### src/sv/pqe_pkg.sv
`timescale 1ns / 1ps

package pqe_pkg;

  // default sizes of the stored codebook
  localparam int MAX_SUBSPACES_DEF = 16;
  localparam int CODEBOOK_SIZE_DEF = 256;
  localparam int MAX_SUB_DIM_DEF   = 16;

  // component format, signed q8.8
  localparam int VALUE_BITS = 16;

  // width of an effective count, enough for the largest parameter value
  localparam int CNT_W = 7;

  // operation codes
  localparam logic OP_CB_WRITE = 1'b0;
  localparam logic OP_QUERY    = 1'b1;

  // configuration register indexes
  localparam logic [1:0] REG_NUM_SUBSPACES  = 2'd0;
  localparam logic [1:0] REG_SUB_DIM        = 2'd1;
  localparam logic [1:0] REG_CODEBOOK_READY = 2'd2;

  typedef struct packed {
    logic                   operation;
    logic [3:0]             sub_index;
    logic [7:0]             centroid_index;
    logic [3:0]             dim_index;
    logic signed [15:0]     value;
  } in_req_t;

  typedef struct packed {
    logic [7:0] code;
    logic [3:0] code_subspace;
    logic       last;
  } out_res_t;

  // travels with each scan read through the distance pipeline
  typedef struct packed {
    logic       valid;
    logic       first_dim;
    logic       last_dim;
    logic       last_cent;
    logic [7:0] cent;
  } scan_tag_t;

  typedef enum logic [1:0] {
    ST_IDLE,
    ST_SCAN,
    ST_DRAIN
  } state_t;

endpackage

### src/sv/pqe_dist.sv
`timescale 1ns / 1ps

module pqe_dist #(
  parameter int MAX_SUB_DIM = pqe_pkg::MAX_SUB_DIM_DEF
) (
  input  logic                           clk,
  input  logic                           rst_n,
  input  pqe_pkg::scan_tag_t             tag_in,
  input  logic [pqe_pkg::VALUE_BITS-1:0] cb_val,
  input  logic [pqe_pkg::VALUE_BITS-1:0] q_val,
  output logic                           done_r,
  output logic [7:0]                     best_r
);

  localparam int DIFF_W = pqe_pkg::VALUE_BITS + 1;
  localparam int SQ_W   = 2 * pqe_pkg::VALUE_BITS + 1;
  localparam int ACC_W  = SQ_W + $clog2(MAX_SUB_DIM);

  pqe_pkg::scan_tag_t tag_a_r, tag_b_r, tag_c_r;
  logic signed [DIFF_W-1:0]   diff_r, diff_nxt;
  logic signed [2*DIFF_W-1:0] prod;
  logic [SQ_W-1:0]            sq_r;
  logic [ACC_W-1:0]           acc_r, acc_nxt;
  logic [ACC_W-1:0]           best_d_r;
  logic                       take;

  // difference of sign-extended components
  assign diff_nxt = $signed({q_val[pqe_pkg::VALUE_BITS-1], q_val})
                  - $signed({cb_val[pqe_pkg::VALUE_BITS-1], cb_val});

  // square is never negative and fits in SQ_W bits
  assign prod = diff_r * diff_r;

  // running sum over the components of one centroid
  assign acc_nxt = (tag_b_r.first_dim ? '0 : acc_r) + ACC_W'(sq_r);

  // first centroid always taken, later ones only when strictly closer
  assign take = tag_c_r.valid && tag_c_r.last_dim &&
                ((tag_c_r.cent == 8'd0) || (acc_r < best_d_r));

  // payload stages
  always_ff @(posedge clk) begin
    diff_r <= diff_nxt;
    sq_r   <= prod[SQ_W-1:0];
    if (tag_b_r.valid) begin
      acc_r <= acc_nxt;
    end
    if (take) begin
      best_d_r <= acc_r;
      best_r   <= tag_c_r.cent;
    end
  end

  // control stages
  always_ff @(posedge clk) begin
    if (!rst_n) begin
      tag_a_r <= '0;
      tag_b_r <= '0;
      tag_c_r <= '0;
      done_r  <= 1'b0;
    end else begin
      tag_a_r <= tag_in;
      tag_b_r <= tag_a_r;
      tag_c_r <= tag_b_r;
      done_r  <= tag_c_r.valid && tag_c_r.last_dim && tag_c_r.last_cent;
    end
  end

endmodule

### config.mk
export PLATFORM = sky130hd
export DESIGN_NAME = pqe_dist
export DESIGN_NICKNAME = d
export VERILOG_FILES = /design/src/sv/pqe_pkg.sv /design/src/sv/pqe_dist.sv
export SDC_FILE = /design/constraint.sdc
export NUM_CORES = 1
export LEC_CHECK = 0
export BUFFER_PORTS_ARGS = -buffer_cell sky130_fd_sc_hd__buf_2
export CAP_MARGIN = 20
export CELL_PAD_IN_SITES_DETAIL_PLACEMENT = 1
export CELL_PAD_IN_SITES_GLOBAL_PLACEMENT = 1
export CORE_MARGIN = 8
export CORE_UTILIZATION = 25
export DETAILED_ROUTE_END_ITERATION = 8
export GPL_TIMING_DRIVEN = 0
export PLACE_DENSITY_LB_ADDON = 0.1
export SLEW_MARGIN = 20
export SYNTH_ARGS = -nofsm -noshare
export SYNTH_HDL_FRONTEND = slang
export SYNTH_SLANG_ARGS = --single-unit
### constraint.sdc
create_clock -name clk -period 7.55 [get_ports clk]
set_clock_uncertainty 0.2 [all_clocks]
set_input_delay 1.1325 -clock clk [delete_from_list [all_inputs] [get_ports clk]]
set_output_delay 1.1325 -clock clk [all_outputs]
set_load 0.02 [all_outputs]
# [After elaboration in Yosys (flattened, before gate mapping)]
# Cells that the tools add are included.
[word_totals] inputBits=46 regBits=168
[op_classes] multipliers=1 muxes=1 order_cmp=1 reduce_logical=5 addsub=2
[op_table] operator="37-bit by 33-bit adder with 37-bit output" n=1
[op_table] operator="37-bit < comparator" n=1
[op_table] operator="37-bit 2-to-1 mux" n=1
[op_table] operator="17-bit by 17-bit multiplier with 33-bit output" n=1
[op_table] operator="16-bit by 16-bit subtractor with 17-bit output" n=1
[op_table] operator="8-bit zero test" n=1
[op_table] operator="1-bit logical AND" n=3
[op_table] operator="1-bit logical OR" n=1

# [Depth between registers and ports, before layout]
[depth] ltp_word=3 depth_mapped=24 mapped_depth_nobuf=23

# [Worst setup path after synthesis]
# No wires, ideal clock.
[synth_timing] kind="register -> register" startpoint="register diff_r[7]" endpoint="register sq_r[28]" t_arrival_ps=5801 slack_ps=1430 stages_incl_launch_ff=23 t_required_ps=7231 setup_ps=119 cell_sequence="dfxtp_1 clkbuf_1 nand2_1 fa_1 inv_1 fa_1 inv_1 fa_1 inv_1 fa_1 fa_1 inv_1 fa_1 inv_1 ha_1 and4_1 a221oi_1 o21ai_2 a211oi_2 or4_4 a31o_2 nor2b_1 xnor2_1"
[synth_via] elab_chain_len=1
[synth_rtl] element="start, declared" line="pqe_dist.sv:20" source="logic signed [DIFF_W-1:0] diff_r, diff_nxt;"
[synth_rtl] element="start signal, assigned" line="pqe_dist.sv:43" source="diff_r <= diff_nxt;"
[synth_rtl] element="17-bit by 17-bit multiplier with 33-bit output" line="pqe_dist.sv:32" source="assign prod = diff_r * diff_r;"
[synth_rtl] element="via prod[28]" line="pqe_dist.sv:21" source="logic signed [2*DIFF_W-1:0] prod;"
[synth_rtl] element="end signal, assigned" line="pqe_dist.sv:44" source="sq_r <= prod[SQ_W-1:0];"
[synth_rtl] element="end, declared" line="pqe_dist.sv:22" source="logic [SQ_W-1:0] sq_r;"
# The timed path passes the listed nets, and every way through them passes these cells.
# A chain may end at the register's enable or synchronous reset.

# [Worst setup path in the final report]
[layout_timing] startpoint="register diff_r[15]" endpoint="register sq_r[31]"
# The elaborated chain is that of the path after synthesis.

==> results.sh <==
export IMPL_status="finished, final reports clean"
export IMPL_antenna_found_initial=0
export IMPL_grt_overflow=0
export IMPL_synthTopCellsByCount="inv_1 (451), fa_1 (262), ha_1 (171)"
export IMPL_rsz0062_at_grt="no"
export IMPL_start_util=0.253
export IMPL_portBuffers=54
export IMPL_synth_seq_cells=167
export IMPL_yosysWarnings=0
export IMPL_die_y_um=285
export IMPL_diodes=0
export IMPL_worstPathMaxFanout=10
export IMPL_grt_pass1_vias=14200
export IMPL_finalSetupTns_ns=0
export IMPL_synth_edf_count=82
export IMPL_final_core_util=0.283
export IMPL_die_w_um=285
export IMPL_dr_pass1_iters=4
export IMPL_via_per_inst=4.21
export IMPL_dieArea_sq_um=81100
export IMPL_critPathLaunch="diff_r[15]$_DFF_P_"
export IMPL_area_delta_synth_final_pct=12.1
export IMPL_clk_pin_slew_ns=0.09
export IMPL_synthTopCellsByArea="fa_1 (29%), edfxtp_1 (14%), ha_1 (12%)"
export IMPL_post_route_min_period_ns=7.22
export IMPL_r2r_start="diff_r[15]$_DFF_P_"
export IMPL_synthFlopType="dfxtp_1"
export IMPL_h_tree_depth=4
export IMPL_netlist_instances=1866
export IMPL_core_area_sq_um=71500
export IMPL_drc=0
export IMPL_relSlewSlack=0.404
export IMPL_synth_distinct_cells=68
export IMPL_hpwl_um=40100
export IMPL_root_buffer="clkbuf_16"
export IMPL_wire_per_inst_um=16.4
export IMPL_drtAntennaViolNets=0
export IMPL_fin_hold_ws_ns=0.221
export IMPL_crit_chain="clkbuf_1 > clkbuf_1 > nand2_1 > fa_1 > inv_1 > fa_1 > fa_1 > fa_1 > fa_1 > inv_1 > fa_1 > inv_1 > ha_1 > nand3_1 > nor2_1 > nand2_1 > nor2_1 > a32oi_2 > a21oi_1 > o21ai_0 > xnor2_1"
export IMPL_arrival_ns=7.40
export IMPL_drt_iter0_markers=407
export IMPL_yosysSeqAreaShare=0.230
export IMPL_yosysMostFrequentCell="inv_1"
export IMPL_timing_final_hold_violations=0
export IMPL_grt_pass1_wl_um=77900
export IMPL_synth_async_reset_ratio=0
export IMPL_synthDominantCellAreaShare=0.290
export IMPL_cp_common_cell="fa_1"
export IMPL_yosysTopAreaCell="fa_1"
export IMPL_syn_area_sq_um=18100
export IMPL_finalCritPeriodShare=0.957
export IMPL_cp_start_kind="flip-flop"
export IMPL_wl_um=47800
export IMPL_clkLatencyLatePin_ns=0.50
export IMPL_rows=98
export IMPL_pin_count=55
export IMPL_grt_usage=0.122
export IMPL_endpoint_kind="flip-flop"
export IMPL_timing_max_transition_violations_final=0
export IMPL_cts_tree="built"
export IMPL_numCtsBuffers=17
export IMPL_timing_fmax_ghz=0.138
export IMPL_clockBufferDepth=2
export IMPL_cp_slowest_cell="clkbuf_1"
export IMPL_final_cell_area_sq_um=20300
export IMPL_cap_viol_max_count=0
export IMPL_cts_setup_buffers=0
export IMPL_worst_pin_slew_ns=0.891
export IMPL_hold_start="tag_c_r[8]$_SDFF_PN0_"
export IMPL_setup_viol=0
export IMPL_place_gp_congestion=0.762
export IMPL_critical_path_class="reg -> reg"
export IMPL_place_area_sq_um=19600
export IMPL_syn_nets=2345
export IMPL_clkSinkCount=167
export IMPL_min_path_type="reg -> reg"
export IMPL_cpPeakStageDelay_ns=0.58
export IMPL_syn_avg_cell_area_sq_um=9.68
export IMPL_grt_max_degree=24
export IMPL_layout_drive_gt1_share=0.0669
export IMPL_final_nets=2424
export IMPL_worstPathRequired_ns=7.73
export IMPL_via_count=12200
flip-flops by register name, indices dropped and copies added (netlist names):
signal / cells
tag_c_r: 11
done_r: 1
tag_a_r: 12
acc_r: 37
diff_r: 17
best_r: 8
tag_b_r: 12
sq_r: 32
best_d_r: 37
layout make-up:
cell class / count / area [sq um]
Sequential cell: 167 / 4170
Clock buffer: 17 / 425
Buffer: 33 / 138
Multi-Input combinational cell: 1214 / 12100
Timing Repair Buffer: 61 / 339
Fill cell: 8174 / 51200
Tap cell: 950 / 1190
Clock inverter: 15 / 215
Inverter: 451 / 1690
path summary, 6_finish.rpt:
check / depth (start not counted) / slack [ns] / end
setup / recovery: 21 / 0.33 / sq_r[31]$_DFF_P_
hold / removal: 2 / 0.22 / done_r$_SDFF_PN0_
setup reg to reg: 21 / 0.33 / sq_r[31]$_DFF_P_
hold reg to reg: 2 / 0.22 / done_r$_SDFF_PN0_
per-layer routing:
metal / share of wire / vias to the layer above / track usage
met4: 0.021 / 0 / 0.0361
met1: 0.47 / 6065 / 0.153
met5: 0 / - / 0
met3: 0.023 / 40 / 0.0200
met2: 0.49 / 103 / 0.216
li1: - / 6023 / -
metrics by stage:
step	std cells	setup WS, ns
floorplan	1866	1.43
global placement	2870	-1.10
detailed placement	2877	-0.123
CTS	2909	0.0704
global route	2908	0.0273
finish	2908	0.328
what timing repair did:
action                     in CTS  in global routing
setup endpoints to repair       2                  5
hold buffers                    0                  0
gates resized for setup         1                 15
cloned                          0                  0
layout by cell type (no fill, tap or decap), types with 19 or more instances in the layout:
master,Yosys,routed
a21o_1,41,41
nor2_1,80,80
fa_1,262,262
clkbuf_1,31,22
nor2b_1,53,53
o21ai_0,37,37
edfxtp_1,82,82
inv_1,451,451
a21oi_1,73,73
buf_2,2,56
xnor2_1,60,60
nand3_1,19,19
nor3_1,25,24
xor2_1,20,20
dfxtp_1,85,84
ha_1,171,171
and2_1,98,98
nand2_1,118,118
worst max-delay path, delay by kind of cell, from the launching register on:
kind	cells	cell delay, ns
AND/OR/NAND/NOR	5	0.84
adder cells (fa/ha/maj)	7	3.32
AO/OA/AOI/OAI	3	0.85
flip-flops	1	0.36
XOR/XNOR	1	0.33
buffers and inverters	5	1.19
cell families (layout without fill, tap and decap cells):
logic type                 Yosys count  after routing  synth area share
buffers and inverters              485            577             0.101
and+or+nand+nor                    452            452             0.128
AOI/OAI and AO/OA                  247            247            0.0924
adders and majority gates          433            433             0.409
xor gates and xnor gates            80             80            0.0388
muxes                                2              2           0.00118
DFF                                167            167             0.230
Power is not shown: default switching activity piles up to over one toggle a cycle in this logic, so the estimate is an artifact.
